### src/design/bsc_pkg.sv
// ----------------------------------------------------------------------------
// bsc_pkg
// Shared constants, codes and row types of the Banker's safety checker.
// ----------------------------------------------------------------------------
package bsc_pkg;

  localparam int MAX_PROCESSES = 8;
  localparam int MAX_RESOURCES = 4;
  localparam int COUNT_BITS    = 8;

  localparam int WORK_W     = COUNT_BITS + 3;
  localparam int PROC_W     = (MAX_PROCESSES > 1) ? $clog2(MAX_PROCESSES) : 1;
  localparam int RES_W      = (MAX_RESOURCES > 1) ? $clog2(MAX_RESOURCES) : 1;
  localparam int PROC_CNT_W = $clog2(MAX_PROCESSES + 1);
  localparam int RES_CNT_W  = $clog2(MAX_RESOURCES + 1);
  localparam int ROW_W      = MAX_RESOURCES * COUNT_BITS;

  localparam logic [WORK_W-1:0] WORK_MAX = {WORK_W{1'b1}};

  // input modes
  localparam logic [2:0] MODE_WR_ALLOC = 3'd0;
  localparam logic [2:0] MODE_WR_MAX   = 3'd1;
  localparam logic [2:0] MODE_WR_AVAIL = 3'd2;
  localparam logic [2:0] MODE_STAGE    = 3'd3;
  localparam logic [2:0] MODE_SUBMIT   = 3'd4;
  localparam logic [2:0] MODE_CHECK    = 3'd5;

  // result status
  localparam logic [1:0] ST_SAFE    = 2'd0;
  localparam logic [1:0] ST_UNSAFE  = 2'd1;
  localparam logic [1:0] ST_REFUSED = 2'd2;

  // config register indexes
  localparam logic CFG_NUM_PROC = 1'b0;
  localparam logic CFG_NUM_RES  = 1'b1;

  typedef logic [MAX_RESOURCES-1:0][COUNT_BITS-1:0] row_t;
  typedef logic [MAX_RESOURCES-1:0][WORK_W-1:0]     work_t;

  typedef struct packed {
    logic fits;    // need fits work vector
    logic req_ok;  // request within available and need
  } eval_t;

endpackage

### src/design/bsc_row_eval.sv
// ----------------------------------------------------------------------------
// bsc_row_eval
// Per-process row evaluation: need vs work, work update, request check.
// ----------------------------------------------------------------------------
module bsc_row_eval (
  input  bsc_pkg::row_t                      alloc,
  input  bsc_pkg::row_t                      max_claim,
  input  bsc_pkg::work_t                     work,
  input  bsc_pkg::row_t                      req,
  input  bsc_pkg::row_t                      avail,
  input  logic [bsc_pkg::MAX_RESOURCES-1:0]  res_mask,
  output bsc_pkg::eval_t                     result,
  output bsc_pkg::work_t                     work_sum,
  output bsc_pkg::row_t                      alloc_grant,
  output bsc_pkg::row_t                      avail_grant
);

  bsc_pkg::row_t                     need;
  logic [bsc_pkg::MAX_RESOURCES-1:0] fit_bits;
  logic [bsc_pkg::MAX_RESOURCES-1:0] req_bits;
  logic [bsc_pkg::WORK_W:0]          sum [bsc_pkg::MAX_RESOURCES];

  always_comb begin
    for (int i = 0; i < bsc_pkg::MAX_RESOURCES; i++) begin
      need[i] = (max_claim[i] > alloc[i]) ? (max_claim[i] - alloc[i]) : '0;
      fit_bits[i] = !res_mask[i] ||
                    ({{(bsc_pkg::WORK_W-bsc_pkg::COUNT_BITS){1'b0}}, need[i]} <= work[i]);
      req_bits[i] = !res_mask[i] || ((req[i] <= avail[i]) && (req[i] <= need[i]));
      sum[i] = {1'b0, work[i]} +
               {{(bsc_pkg::WORK_W+1-bsc_pkg::COUNT_BITS){1'b0}}, alloc[i]};
      if (!res_mask[i]) begin
        work_sum[i] = work[i];
      end else if (sum[i][bsc_pkg::WORK_W]) begin
        work_sum[i] = bsc_pkg::WORK_MAX;
      end else begin
        work_sum[i] = sum[i][bsc_pkg::WORK_W-1:0];
      end
      alloc_grant[i] = res_mask[i] ? (alloc[i] + req[i]) : alloc[i];
      avail_grant[i] = res_mask[i] ? (avail[i] - req[i]) : avail[i];
    end
    result.fits   = &fit_bits;
    result.req_ok = &req_bits;
  end

endmodule

### config.mk
export PLATFORM = sky130hd
export DESIGN_NAME = bsc_row_eval
export DESIGN_NICKNAME = d
export VERILOG_FILES = /design/src/design/bsc_pkg.sv /design/src/design/bsc_row_eval.sv
export SDC_FILE = /design/constraint.sdc
export NUM_CORES = 1
export LEC_CHECK = 0
export ABC_AREA = 0
export BUFFER_PORTS_ARGS = -buffer_cell sky130_fd_sc_hd__buf_2
export CAP_MARGIN = 10
export CORE_UTILIZATION = 43
export DETAILED_ROUTE_END_ITERATION = 8
export GPL_ROUTABILITY_DRIVEN = 0
export PLACE_DENSITY_LB_ADDON = 0.15
export RECOVER_POWER = 100
export SETUP_SLACK_MARGIN = 0.15
export SLEW_MARGIN = 10
export SYNTH_ARGS = -nofsm -noshare
export SYNTH_HDL_FRONTEND = slang
export SYNTH_SLANG_ARGS = --single-unit
### constraint.sdc
create_clock -name vclk -period 3.2
set_input_delay 0.16 -clock vclk [all_inputs]
set_output_delay 0.16 -clock vclk [all_outputs]
set_load 0.01 [all_outputs]
==> results_dict.tcl, run 1 <==
set metrics [dict create \
    cp_cell_sequence "buf_6 > inv_2 > ha_4 > fa_2 > nor2b_4 > o31ai_4 > a21oi_2 > nor3_2 > nor2_1 > buf_4 > and2_1 > ha_1 > a21oi_2 > o21ai_1 > a221o_1 > nand3_2 > o221ai_4 > a21oi_2 > buf_2" \
    rsz0062_at_grt "yes" \
    route.detailed.drc 0 \
    synth_most_common_cell "ha_1" \
    fillers 1951 \
    die_h_um 143 \
    hpwl_um 24200 \
    layout-drive-gt1-share 0.270 \
    min_period_ns 3.25 \
    cp-end-kind "primary output" \
    synthMuxAreaShare 0.0507 \
    grt_usage 0.263 \
    status "finished with violations" \
    clkPwrFrac 0 \
    hold_violations 0 \
    drt_pre_antenna_iters 4 \
    violations "setup timing" \
    setup_tns_ns -0.0995 \
    critical_path.top_delay_family "compound AO/OA/AOI/OAI gates" \
    num-clock-buffers 0 \
    drv_slew 0 \
    synth-simple-area-share 0.250 \
    relSlewSlack 0.338 \
    synth-xor-area-share 0.0675 \
    finalSetupViolations 2 \
    grt_pass1_vias 9560 \
    syn-num-nets 1592 \
    wl_per_cell_um 15.2 \
    required_ns 3.04 \
    die_area_um2 20500 \
    synth_seq_area_share 0 \
    regArea_um2 0 \
    p_leak_nw 5.56 \
    power_switching_w 0.00130 \
    syn_area_um2 8560 \
    crit_top_cell "a21oi_2" \
    synth_top_family_by_area "adder cells" \
    tightest_slew_ns 0.982 \
    core_area_um2 19500 \
    finalNonFillerCells 1854 \
    synth_compound_area_frac 0.247 \
    grt_max_degree 41 \
    grt_pass1_wl_um 44200 \
    boundaryPins 286 \
    first_iter_violations 400 \
    path_buf_inv 4 \
    ir_drop_mv 0.100 \
    critPathMaxStageDelay_ns 0.37 \
    period_share 1.02 \
    rows 51 \
    hold_buffers 0 \
    combPwrFrac 1.000 \
    pwr-share-seq 0 \
    area_growth_pct 34.6 \
    synth_area_leaders "ha_1, inv_1, xnor2_1, nand2_1, o21ai_0" \
    antenna_found_initial 2 \
    setup_ws_ns -0.0510 \
    seq_cells 0 \
    fin_nets 1970 \
    whs_ns 0.618 \
    multi_input_area_um2 8450 \
    fmax_ghz 0.308 \
    die_w_um 143 \
    place_inst 1840 \
    synth_top_area_share 0.275 \
    powerDensity_nw_per_um2 213 \
    numPortBuffers 286 \
    crit_type "input pin to primary output" \
    pre_cts_ws_ns -0.385 \
    report.power.total_w 0.00245 \
    synth_largest_area_cell "ha_1" \
    grt_overflow 0 \
    p_sw_frac 0.530 \
    syn_inst 1212 \
    slowest_stage "fa_2" \
    synth_adder_area_share 0.312 \
    max-cap-violations 0 \
    setup.worst_path.start_class "input pin" \
    viasPerCell 5.41 \
    syn_avg_cell_area_um2 7.07 \
    start_util 0.440 \
    internal-power_w 0.00115 \
    ant_nets 0 \
    worstHoldPathType "input pin to primary output" \
    critical_path.max_fanout 6 \
    yosysWarnings 0 \
    synthTopCellsByCount "ha_1, inv_1, nand2_1" \
    cp.arrival_ns 3.09 \
    wl_um 28200 \
    vias 10000 \
    ys_types 70 \
]
timing repair:
| action | CTS | global route |
|---|---|---|
| gates cloned | 0 | 0 |
| endpoints found under the setup margin | 2 | 2 |
| resized for setup | 77 | 24 |
| pin swaps | 50 | 21 |
| setup buffers | 11 | 2 |
| hold endpoints to repair | 0 | 0 |
layout make-up:
type / count / share of cell area
diodes: 1 / 0.000217
inverters: 140 / 0.0458
multi-input cells: 1048 / 0.733
well taps: 265 / 0.0288
repair buffers: 400 / 0.192
cell families after synthesis:
| group | Yosys count |
|---|---|
| AOI/OAI and AO/OA | 310 |
| and+or+nand+nor | 428 |
| xor gates and xnor gates | 66 |
| buffers and inverters | 164 |
| muxes | 40 |
| adders and majority gates | 204 |
final timing paths:
path	startpoint	end	slack [ns]	depth (start not counted)
setup / recovery	max_claim[16]	result[1]	-0.05	19
hold / removal	alloc[7]	alloc_grant[7]	0.62	3
power groups by stage:
stage	clock network [W]	registers, W	logic, W
2_1_floorplan	0	0	0.00146
3_3_place_gp	0	0	0.00225
3_5_place_dp	0	0	0.00228
4_1_cts	0	0	0.00243
5_1_grt	0.0000000000419	0	0.00272
6_report	0.0000000000419	0	0.00245
stage by stage:
stage          instance area [um^2]   util
2_1_floorplan                  8610      -
3_3_place_gp                  11000  0.567
3_5_place_dp                  11000  0.567
4_1_cts                       11500  0.593
5_1_grt                       11500  0.592
6_report                      11500  0.592
cells in the final DEF (no fill, tap or decap), types with 15 or more instances in the layout:
cell type  count
nor2b_1       29
inv_1        136
ha_1         171
xnor2_1       50
buf_4        110
buf_2        195
nand2b_1      27
nand3_1       44
clkbuf_1      88
nor2_1        84
nand2_1      108
o21ai_0       70
nor3_1        23
xor2_1        15
o211ai_1      31
nand4_1       27
and2_1        19
ha_4          15
a21oi_1       44
mux2_2        23
routing by layer:
layer  wire length, um  vias to the layer above  track usage
met1             12800                     4509        0.333
met5                13                        -            0
li1                  -                     5196            -
met3              1480                       37       0.0272
met4               486                        2       0.0498
met2             13400                      284        0.476
No activity file was read; power rests on OpenSTA's default activity.
==> run 2, diff against run 1 <==
==> constraint.sdc (replaced) <==
create_clock -name vclk -period 3.1
set_input_delay 0.155 -clock vclk [all_inputs]
set_output_delay 0.155 -clock vclk [all_outputs]
set_load 0.01 [all_outputs]
==> results_dict.tcl, run 2 (same netlist as run 1, synthesis figures left out) <==
set metrics [dict create \
    worstHoldPathType "input pin to primary output" \
    boundaryPins 286 \
    tightest_slew_ns 1.07 \
    setup_tns_ns -0.416 \
    grt_usage 0.274 \
    area_growth_pct 37.1 \
    whs_ns 0.637 \
    antenna_found_initial 2 \
    max-cap-violations 0 \
    grt_max_degree 32 \
    start_util 0.440 \
    place_inst 1859 \
    rsz0062_at_grt "yes" \
    period_share 1.08 \
    required_ns 2.94 \
    die_w_um 143 \
    drt_pre_antenna_iters 5 \
    num-clock-buffers 0 \
    cp-end-kind "primary output" \
    core_area_um2 19500 \
    wl_per_cell_um 15.4 \
    layout-drive-gt1-share 0.282 \
    hold_buffers 0 \
    numPortBuffers 286 \
    grt_pass1_vias 9589 \
    hpwl_um 24900 \
    final_cell_mix "buf_2, ha_1, buf_4" \
    dr_wl_met3_um 1230 \
    highest_layer "met5" \
    grt_pass1_wl_um 45700 \
    first_iter_violations 436 \
    grt_overflow 0 \
    viasPerCell 5.42 \
    mostFrequentLayoutCell "buf_2" \
    critical_path.max_fanout 2 \
    pre_cts_ws_ns -0.631 \
    ant_nets 0 \
    drv_slew 0 \
    finalNonFillerCells 1885 \
    route.detailed.drc 0 \
    seq_cells 0 \
    cp-endpoint "result[0]" \
    final_core_util 0.603 \
    p_leak_nw 5.67 \
    cp.arrival_ns 3.19 \
    die_h_um 143 \
    met1Wirelength_um 13500 \
    setup.worst_path.start_class "input pin" \
    fmax_ghz 0.299 \
    setup_ws_ns -0.246 \
    die_area_um2 20500 \
    violations "setup timing" \
    finalSetupViolations 2 \
    relSlewSlack 0.288 \
    wl_um 29100 \
    regArea_um2 0 \
    crit_start "max_claim[8]" \
    fin_nets 2001 \
    hold_violations 0 \
    min_period_ns 3.35 \
    rows 51 \
    powerDensity_nw_per_um2 219 \
    vias 10200 \
    crit_type "input pin to primary output" \
    status "finished with violations" \
    ir_drop_mv 0.101 \
    dr_wl_met2_um 13800 \
]
## run 2: changes by cell type in the layout (fill, tap and decap cells not counted), sizes merged
| cell | delta |
|---|---|
| clkbuf | +10 |
| buf | +21 |
## run 2: area by class of cell
class	instances	area, um^2
Multi-Input combinational cell	1048	8460
Fill cell	1924	7720
Timing Repair Buffer	431	2420
Inverter	140	528
Tap cell	265	332
Antenna cell	1	2.50
## run 2: worst min path at each step
stage / start / endpoint / cells after the start
3_3_place_gp: avail[10] / avail_grant[10] / 3
2_1_floorplan: work[31] / work_sum[31] / 1
5_1_grt: work[32] / work_sum[32] / 3
3_5_place_dp: avail[10] / avail_grant[10] / 3
4_1_cts: avail[10] / avail_grant[10] / 3
6_report: work[31] / work_sum[31] / 3
## run 2: metal layers
layer | vias to the layer above | track usage
li1 | 5256 | -
met1 | 4628 | 0.364
met2 | 284 | 0.492
met3 | 38 | 0.0107
met4 | 2 | 0.0436
met5 | - | 0
## run 2: critical path, stage by stage
cell and delay (ns):
buf_6 0.10, inv_4 0.05, ha_4 0.13, fa_2 0.22
nor2b_4 0.05, o31ai_4 0.25, a21oi_2 0.09, buf_4 0.14
buf_4 0.12, buf_4 0.12, buf_4 0.13, nor2_2 0.12
nand2_1 0.07, ha_1 0.29, nand4_1 0.10, o221a_2 0.34
nor4_4 0.19, o311ai_4 0.17, nor4_4 0.19, buf_4 0.19
## run 2: repair_timing
action,4_1_cts,5_1_grt
resized for setup,72,33
cloned,2,1
buffers inserted,17,5
endpoints found under the setup margin,2,2
endpoints found under the hold margin,0,0
pin swaps,46,25
## run 2: per-stage QoR
stage / instance area [um^2] / total power (W)
floorplan: 8620 / 0.00151
global placement: 11200 / 0.00234
detailed placement: 11200 / 0.00238
CTS: 11700 / 0.00253
global route: 11700 / 0.00285
finish: 11700 / 0.00258
## run 2: where the power goes
group          leakage (nW)     internal (W)  switching, W
logic                  5.67          0.00122       0.00136
registers                 0                0             0
clock network    0.00000634  0.0000000000431             0
total                  5.67          0.00122       0.00136
==> run 3, diff against run 2 <==
--- a/config.mk
+++ b/config.mk
@@ -8,6 +8,7 @@
 export ABC_AREA = 0
 export BUFFER_PORTS_ARGS = -buffer_cell sky130_fd_sc_hd__buf_2
 export CAP_MARGIN = 10
+export CORE_ASPECT_RATIO = 1.5
 export CORE_UTILIZATION = 43
 export DETAILED_ROUTE_END_ITERATION = 8
 export GPL_ROUTABILITY_DRIVEN = 0
==> results_dict.tcl, run 3 (same netlist as run 1, synthesis figures left out) <==
set metrics [dict create \
    combPwrFrac 1.000 \
    top_usage_layer "met2" \
    hold_depth 3 \
    internal-power_w 0.00118 \
    drt_pre_antenna_iters 5 \
    cp.arrival_ns 3.08 \
    grt_usage 0.274 \
    seq_cells 0 \
    first_iter_violations 345 \
    die_h_um 175 \
    worstHoldStart "work[31]" \
    vias 10300 \
    violations "setup timing" \
    final_cell_mix "buf_2, ha_1, inv_1" \
    rsz0062_at_grt "yes" \
    worstHoldPathType "input pin to primary output" \
    fillers 1927 \
    route.detailed.drc 0 \
    wl_per_cell_um 15.6 \
    area_growth_pct 34.1 \
    rows 62 \
    setup_tns_ns -0.252 \
    hpwl_um 24900 \
    final_core_util 0.594 \
    setup.worst_path.start_class "input pin" \
    relSlewSlack 0.0275 \
    period_share 1.04 \
    die_area_um2 20500 \
    crit_type "input pin to primary output" \
    grt_max_degree 36 \
    p_sw_frac 0.530 \
    grt_use_met2 0.538 \
    ant_nets 0 \
    start_util 0.443 \
    core_area_um2 19300 \
    p_leak_nw 5.53 \
    powerDensity_nw_per_um2 219 \
    grt_pass1_wl_um 45700 \
    ir_drop_mv 0.116 \
    worst_hold_path.endpoint "work_sum[31]" \
    pwr-share-seq 0 \
    boundaryPins 286 \
    met3_usage 0.0236 \
    fin_nets 1970 \
    wl_um 28700 \
    grt_pass1_vias 10100 \
    hold_violations 0 \
    multi_input_area_um2 8410 \
    required_ns 2.94 \
    drv_slew 0 \
    regArea_um2 0 \
    viasPerCell 5.56 \
    cp-end-kind "primary output" \
    tightest_slew_ns 1.46 \
    die_w_um 117 \
    num-clock-buffers 0 \
    numPortBuffers 286 \
    clkPwrFrac 0 \
    status "finished with violations" \
    antenna_found_initial 1 \
    met1_usage 0.295 \
    max-cap-violations 0 \
    grt_overflow 0 \
    finalSetupViolations 2 \
    min_period_ns 3.24 \
    layout-drive-gt1-share 0.260 \
    critical_path.max_fanout 8 \
    fmax_ghz 0.309 \
    power_switching_w 0.00133 \
    mostFrequentLayoutCell "buf_2" \
    setup_ws_ns -0.135 \
]
==> run 3: changes by cell type in the layout (fill, tap and decap cells not counted), moves of 4 or more <==
cell      delta
and2_1       +4
and2_4       -4
buf_12       +4
buf_4       -36
buf_6        -4
clkbuf_1     +4
inv_1        +4
inv_2        -4
nand2_1      -4
nor2_1       +5
nor2_2       -4
nor3_1       +4
nor3_2       -4
==> run 3: cell type report <==
type               count  area share
inverters            140      0.0460
diodes                 1    0.000218
repair buffers       400       0.194
well taps            256      0.0279
multi-input cells   1048       0.732
==> run 3: metrics by stage <==
stage | total power (W) | hold WS, ns | instances | worst slack (ns) | instance area, um^2
finish | 0.00252 | 0.614 | 1845 | -0.135 | 11500
global route | 0.00281 | 0.651 | 1845 | -0.346 | 11500
CTS | 0.00252 | 0.625 | 1841 | -0.146 | 11500
detailed placement | 0.00234 | 0.619 | 1825 | -0.556 | 11000
global placement | 0.00231 | 0.638 | 1825 | -0.492 | 11000
floorplan | 0.00151 | 0.387 | 1212 | -0.115 | 8620
==> run 3: routing by layer <==
metal | share of wire | vias up
li1 | - | 5184
met5 | 0 | -
met4 | 0.038 | 0
met2 | 0.53 | 286
met3 | 0.041 | 79
met1 | 0.39 | 4705
==> run 3: worst max path at each step <==
stage / startpoint / endpoint / slack [ns] / depth (start not counted)
after floorplan: max_claim[8] / result[0] / -0.11 / 16
after global placement: alloc[8] / result[1] / -0.49 / 18
after detailed placement: alloc[8] / result[1] / -0.56 / 18
after CTS: alloc[10] / result[1] / -0.15 / 19
after global routing: alloc[2] / result[1] / -0.35 / 19
final: max_claim[16] / result[1] / -0.14 / 20
==> run 3: what timing repair did <==
item | in CTS | in global routing
hold buffers | 0 | 0
pin swaps | 40 | 16
setup endpoints to repair | 2 | 2
buffers inserted | 15 | 2
gates resized for setup | 71 | 16
gates cloned | 1 | 1
==> run 3: worst max-delay path, stage by stage <==
cell      delay, ns
buf_2          0.08
inv_1          0.05
ha_4           0.17
fa_2           0.42
nor2b_4        0.15
o31ai_4        0.08
a21oi_2        0.16
nor3_1         0.06
nor2_1         0.09
buf_4          0.16
buf_12         0.11
and2_1         0.11
ha_1           0.25
a21oi_1        0.13
o21ai_1        0.08
a221o_1        0.33
nand3_2        0.12
o221ai_4       0.12
a21oi_2        0.12
buf_2          0.15
==> run 3: power by group through the flow <==
stage                     Sequential (W)        Clock (W)  Combinational, W
after floorplan                        0                0           0.00151
after global placement                 0                0           0.00231
after detailed placement               0                0           0.00234
after CTS                              0                0           0.00252
after global routing                   0  0.0000000000432           0.00281
final                                  0  0.0000000000432           0.00252
